<file path="src/design/separable_box_mean_filter_macros.svh">
// Assertion macros used by the filter's top-level RTL file
`ifndef SEPARABLE_BOX_MEAN_FILTER_MACROS_SVH
`define SEPARABLE_BOX_MEAN_FILTER_MACROS_SVH
`ifndef SYNTHESIS
`define SBMF_ASSERT_IMPLY(label, clk, rst_n, ante, cons) \
    label: assert property (@(posedge clk) disable iff (!rst_n) (ante) |-> (cons)) \
        else $error("sbmf assertion failed");
`define SBMF_ASSERT_NEXT(label, clk, rst_n, ante, cons) \
    label: assert property (@(posedge clk) disable iff (!rst_n) (ante) |=> (cons)) \
        else $error("sbmf assertion failed");
`else
`define SBMF_ASSERT_IMPLY(label, clk, rst_n, ante, cons)
`define SBMF_ASSERT_NEXT(label, clk, rst_n, ante, cons)
`endif
`endif

</file>
<file path="src/design/sbmf_pkg.sv">
// Types, constants and helper functions of the separable box mean filter
package sbmf_pkg;

    localparam int MAX_WIDTH  = 1024;
    localparam int MAX_RADIUS = 7;
    localparam int RING_ROWS  = 2 * MAX_RADIUS + 2;
    localparam int COL_W      = $clog2(MAX_WIDTH);
    localparam int RING_W     = $clog2(RING_ROWS);
    localparam int ADDR_W     = RING_W + COL_W;
    localparam int DEPTH      = RING_ROWS * MAX_WIDTH;
    localparam int PIX_W      = 16;
    localparam int SUM_W      = 20;
    localparam int DIV_W      = 21;
    localparam int DSR_W      = 5;
    localparam int DCNT_W     = 5;
    localparam int IDX_W      = 18;
    localparam int DIFF_W     = 27;
    localparam int LAG_W      = 14;

    localparam logic [1:0] REG_WIDTH    = 2'd0;
    localparam logic [1:0] REG_HEIGHT   = 2'd1;
    localparam logic [1:0] REG_RADIUS_H = 2'd2;
    localparam logic [1:0] REG_RADIUS_V = 2'd3;

    localparam logic KIND_PIXEL = 1'b0;

    typedef struct packed {
        logic        kind;
        logic [15:0] pixel;
    } t_in_item;

    typedef struct packed {
        logic [15:0] filtered_value;
        logic        end_of_row;
        logic        end_of_frame;
    } t_out_item;

    function automatic logic [15:0] reflect(logic signed [IDX_W-1:0] i,
                                            logic signed [IDX_W-1:0] n);
        logic signed [IDX_W-1:0] j;
        j = (i < 0) ? -i : i;
        if (j > n - 18'sd1) j = n + n - 18'sd2 - j;
        if (j < 0) j = '0;
        if (j > n - 18'sd1) j = n - 18'sd1;
        return j[15:0];
    endfunction

endpackage

</file>
<file path="src/design/sbmf_div.sv">
// Iterative restoring divider, one quotient bit per cycle
module sbmf_div (
    input  logic                            i_clk,
    input  logic                            i_rst_n,
    input  logic                            i_start,
    input  logic [sbmf_pkg::DIV_W-1:0]      i_dividend,
    input  logic [sbmf_pkg::DSR_W-1:0]      i_divisor,
    output logic                            o_busy,
    output logic                            o_done,
    output logic [sbmf_pkg::PIX_W-1:0]      o_quotient
);

    logic                           r_busy, n_busy;
    logic                           r_done, n_done;
    logic [sbmf_pkg::DCNT_W-1:0]    r_cnt, n_cnt;
    logic [sbmf_pkg::DIV_W-1:0]     r_dvd, n_dvd;
    logic [sbmf_pkg::DSR_W-1:0]     r_rem, n_rem;
    logic [sbmf_pkg::DSR_W-1:0]     r_dsr, n_dsr;
    logic [sbmf_pkg::DSR_W:0]       w_cat;
    logic                           w_ge;

    always_comb begin
        w_cat  = {r_rem, r_dvd[sbmf_pkg::DIV_W-1]};
        w_ge   = (w_cat >= {1'b0, r_dsr});
        n_busy = r_busy;
        n_done = 1'b0;
        n_cnt  = r_cnt;
        n_dvd  = r_dvd;
        n_rem  = r_rem;
        n_dsr  = r_dsr;
        if (i_start) begin
            n_busy = 1'b1;
            n_cnt  = '0;
            n_dvd  = i_dividend;
            n_rem  = '0;
            n_dsr  = i_divisor;
        end else if (r_busy) begin
            n_dvd = {r_dvd[sbmf_pkg::DIV_W-2:0], w_ge};
            n_rem = w_ge ? w_cat[sbmf_pkg::DSR_W-1:0] - r_dsr : w_cat[sbmf_pkg::DSR_W-1:0];
            n_cnt = r_cnt + 1'b1;
            if (r_cnt == sbmf_pkg::DCNT_W'(sbmf_pkg::DIV_W - 1)) begin
                n_busy = 1'b0;
                n_done = 1'b1;
            end
        end
    end

    always_ff @(posedge i_clk) begin
        if (!i_rst_n) begin
            r_busy <= 1'b0;
            r_done <= 1'b0;
            r_cnt  <= '0;
        end else begin
            r_busy <= n_busy;
            r_done <= n_done;
            r_cnt  <= n_cnt;
        end
        r_dvd <= n_dvd;
        r_rem <= n_rem;
        r_dsr <= n_dsr;
    end

    assign o_busy     = r_busy;
    assign o_done     = r_done;
    assign o_quotient = r_dvd[sbmf_pkg::PIX_W-1:0];

endmodule

</file>
<file path="config.mk">
export PLATFORM = sky130hd
export DESIGN_NAME = sbmf_div
export DESIGN_NICKNAME = d
export VERILOG_FILES = /design/src/design/separable_box_mean_filter_macros.svh /design/src/design/sbmf_pkg.sv /design/src/design/sbmf_div.sv
export SDC_FILE = /design/constraint.sdc
export NUM_CORES = 1
export LEC_CHECK = 0
export BUFFER_PORTS_ARGS = -buffer_cell sky130_fd_sc_hd__buf_2
export CAP_MARGIN = 20
export CELL_PAD_IN_SITES_DETAIL_PLACEMENT = 0
export CELL_PAD_IN_SITES_GLOBAL_PLACEMENT = 1
export CORE_ASPECT_RATIO = 0.9
export CORE_UTILIZATION = 30
export DETAILED_ROUTE_END_ITERATION = 8
export PLACE_DENSITY_LB_ADDON = 0.15
export SLEW_MARGIN = 10
export SYNTH_ARGS = -nofsm -noshare
export SYNTH_HDL_FRONTEND = slang
export SYNTH_SLANG_ARGS = --single-unit
</file>
<file path="constraint.sdc">
create_clock -name i_clk -period 2.59 [get_ports i_clk]
set_input_delay 0.3885 -clock i_clk [delete_from_list [all_inputs] [get_ports i_clk]]
set_output_delay 0.3885 -clock i_clk [all_outputs]
set_load 0.03 [all_outputs]
</file>
After elaboration in Yosys (flattened, before gate mapping). Cells that the tools add are included.

Output and inout bits: 18. Input port bits: 29. Register bits after elaboration: 38. Logic and storage cells: 22.

Bitwise operators: 2. Order comparisons: 1. Add/subtract/negate cells: 2. Mux-type cells: 7. Reductions and logical operators: 3. Equality and inequality tests: 1.

Operators by type and width (number): $mux 21 (2); $ge 6x5->1 (1); $add 5x1->5 const B (1); $eq 5x5->1 const B (1); $mux 5 (1); $sub 5x5->5 (1); $mux 1 (4); $reduce_or 3->1 (1); $not 1->1 (2); $reduce_bool 2->1 (1); $reduce_or 2->1 (1).

Longest topological paths before layout.
Depth after elaboration: 4. Gate-level depth with buffers: 8. Depth with buffers taken out: 8.

Worst setup path before layout. No wires, ideal clock.

Kind: register to register. From: register r_dvd[20] (netlist bit). To: register r_dvd[0] (netlist bit), data pin. Library setup time: 0.260 ns. Setup slack: 0.404 ns. Required time: 2.330 ns. Path buffers: 0. Period minus slack after synthesis: 2.186 ns. Arrival: 1.926 ns. Stages on the path, launching flop included: 9. Cell sequence: edfxtp_1 -> inv_1 -> ha_1 -> inv_1 -> fa_1 -> a21o_1 -> o211a_4 -> or2_4 -> mux2_2.

Cells in the longest elaborated chain, start to end: 3.

Ends and longest elaborated chain: start, declared (RTL line sbmf_div.sv:16) `logic [sbmf_pkg::DIV_W-1:0] r_dvd, n_dvd;`; start signal, assigned (RTL line sbmf_div.sv:58) `r_dvd <= n_dvd;`; $ge 6x5->1 (RTL line sbmf_div.sv:24) `w_ge = (w_cat >= {1'b0, r_dsr});`; $mux 21 (RTL line sbmf_div.sv:37) `end else if (r_busy) begin`; $mux 21 (RTL line sbmf_div.sv:31) `if (i_start) begin`; via n_dvd (one bit) (RTL line sbmf_div.sv:16).

The timed path passes the listed nets, and every way through them passes these cells. The select of a mux whose other input is x is not followed. A chain may end at the register's enable or synchronous reset.

Worst setup path after layout. Ends and elaborated chain as after synthesis.

==> results.tsv <==
metric	value	unit
die_area	6600	sq um
drc	0	
ios	47	
die_h	77.2	microns
outcome	complete, no violations	
place_inst	251	
slew_headroom	64.3	%
gr-usage-met3	3.55	%
critPathBufInv	2	
routed_wl	3.32	mm
cpPeakStageDelay	0.41	ns
worstPathArrival	2.39	ns
start_kind	flop	
initial_core_util	31.0	%
cts_buffer_depth	2	
use_met2	17.0	%
total_power	1.52	mW
first_pass_iters	4	
clock_latency	0.28	ns
avgRoutedWirePerCell	12.8	microns
routed-via-count	1197	
fin_crit_sh	91.0	%
finalMaxSlewViolations	0	
postCtsResizedCells	0	
p_leak	0.927	nW
critPathMostFrequentCell	inv_1	
grt_pass1_wl	5.51	mm
crit_slowest_cell	edfxtp_1	
cts-root-buf	clkbuf_8	
async_reset_ff_share	0	%
grt_busiest_layer	met2	
path_delay_family	adder cells	
die_w	85.5	microns
synth_top_area_share	41.4	%
syn2layout_area_growth	16.6	%
yosysMostFrequentCell	edfxtp_1	
synth_warnings	0	
io_buffers	46	
powerDensity	693	nW/um^2
worst_slew_pin_slew	0.536	ns
fin_setup_tns	0	ns
cts_sinks	38	
grt_pass1_vias	1193	
setup_violations	0	
htree_levels	2	
ant_nets	0	
synth_area_leaders	edfxtp_1 41%, dfxtp_1 13%, mux2_2 13%, buf_4 6.4%, ha_1 4.6%	
ys.flop_type	edfxtp_1	
critical_path.endpoint_type	flop	
utilization	36.1	%
reg2regPathDepth	8	
layout.nets	223	
syn_inst	151	
drt_iter0_markers	41	
core-area	6080	sq um
hold_violations	0	
post_cts_buffers	0	
overflow	0	
hpwlAfterDp	2.40	mm
fmax	424	MHz
rows	27	
required	2.62	ns
vdd_drop_max	0.264	mV
synth-seq-area-share	54.2	%
crit_type	reg2reg	
yosysTopAreaCell	edfxtp_1	
hold_buffers	0	
holdCritPathClass	in2reg	
via_per_inst	4.62	
synth_cell_types	35	
avgSynthCellArea	12.5	sq um
numCtsBuffers	5	
r2r_setup_slack	0.23	ns
min_from	i_divisor[1]	
insertedDiodeCount	0	
instances_no_fill	259	
use_met1	13.6	%
clk_pin_slew_worst_paths	0.07	ns
cp_cell_sequence	inv_1 > ha_1 > inv_1 > fa_1 > a21o_1 > o211a_4 > or2_4 > mux2_2	
worst_clock_skew	0.00682	ns
rsz0062_at_grt	false	
place.gp.congestion	0.839	
r2r_end	r_dvd[0]$_DFFE_PP_	
path_max_fanout	6	
track_usage	10.5	%
grt_max_degree	26	
drv_cap	0	
hold_end	r_dsr[1]$_DFFE_PP_	
drive_above_1_share	43.3	%
whs_path_depth	1	
antenna_found_initial	0	
synthesis.area	1880	sq um
synth_seq_cells	38	
r2r_start	r_dvd[20]$_DFFE_PP_	
synthTopCellsByCount	26 x edfxtp_1, 21 x mux2_2, 16 x buf_4, 12 x dfxtp_1, 12 x nor2_1	
synth_edf_count	26	
period_needed	2.36	ns
cts_tree	built	
syn_nets	188	
-- flip-flops by register name, indices dropped and copies added, names as in the netlist --
name,count
r_rem,5
r_dsr,5
o_busy,1
r_cnt,5
r_dvd,21
o_done,1
-- where the power goes --
part           switching (mW)  internal (mW)
sequential             0.0305          0.712
combinational           0.164          0.118
clock                   0.212          0.286
total                   0.406           1.12
-- metal layers --
layer / share of wire [%] / routed length (microns)
met5: 0 / 0
met4: 0 / 0
met3: 5.6 / 187
met2: 46 / 1530
met1: 48 / 1600
-- worst max-delay path by stage --
stage / from / to / cells past startpoint
after floorplan: r_dvd[20]$_DFFE_PP_ / r_dvd[0]$_DFFE_PP_ / 8
after global placement: r_dvd[20]$_DFFE_PP_ / r_dvd[0]$_DFFE_PP_ / 8
after detailed placement: r_dvd[20]$_DFFE_PP_ / r_dvd[0]$_DFFE_PP_ / 8
after CTS: r_dvd[20]$_DFFE_PP_ / r_dvd[0]$_DFFE_PP_ / 8
after global routing: r_dvd[20]$_DFFE_PP_ / r_dvd[0]$_DFFE_PP_ / 8
final: r_dvd[20]$_DFFE_PP_ / r_dvd[0]$_DFFE_PP_ / 8
-- per-stage QoR --
step | setup slack (ns) | hold WS (ns) | area [sq um]
finish | 0.234 | 0.280 | 2200
global route | 0.174 | 0.262 | 2200
CTS | 0.253 | 0.266 | 2200
detailed placement | 0.264 | 0.462 | 2080
global placement | 0.324 | 0.457 | 2080
floorplan | 0.404 | 0.443 | 1880
-- cell type report --
| cell class | count | area (sq um) |
|---|---|---|
| Clock buffer | 5 | 68.8 |
| Clock inverter | 3 | 45.0 |
| Fill cell | 611 | 3880 |
| Inverter | 11 | 41.3 |
| Multi-Input combinational cell | 82 | 686 |
| Sequential cell | 38 | 1020 |
| Tap cell | 72 | 90.1 |
| Timing Repair Buffer | 48 | 245 |
-- kinds of logic (layout without fill, tap and decap cells) --
family,after synthesis,count (layout),share of synthesized area [%]
flip-flops,38,38,54.2
AND/OR/NAND/NOR,31,31,7.90
multiplexers,23,23,13.6
AO/OA/AOI/OAI,14,14,6.38
XOR/XNOR,6,6,2.79
buffers and inverters,31,67,9.43
adder cells (fa/ha/maj),8,8,5.71
-- placed cells by master, fill, tap and decap left out, types with 2 or more instances in the layout --
cell type	instances
buf_2	46
edfxtp_1	26
mux2_2	21
nor2_1	12
dfxtp_1	12
inv_1	11
nand2_1	7
ha_1	7
xor2_1	5
clkbuf_8	5
a21oi_1	3
nand3_1	2
o21ai_0	2
nand4_1	2
mux2i_1	2
clkinvlp_4	2
buf_4	2
Power figures use the tool's default switching activity.
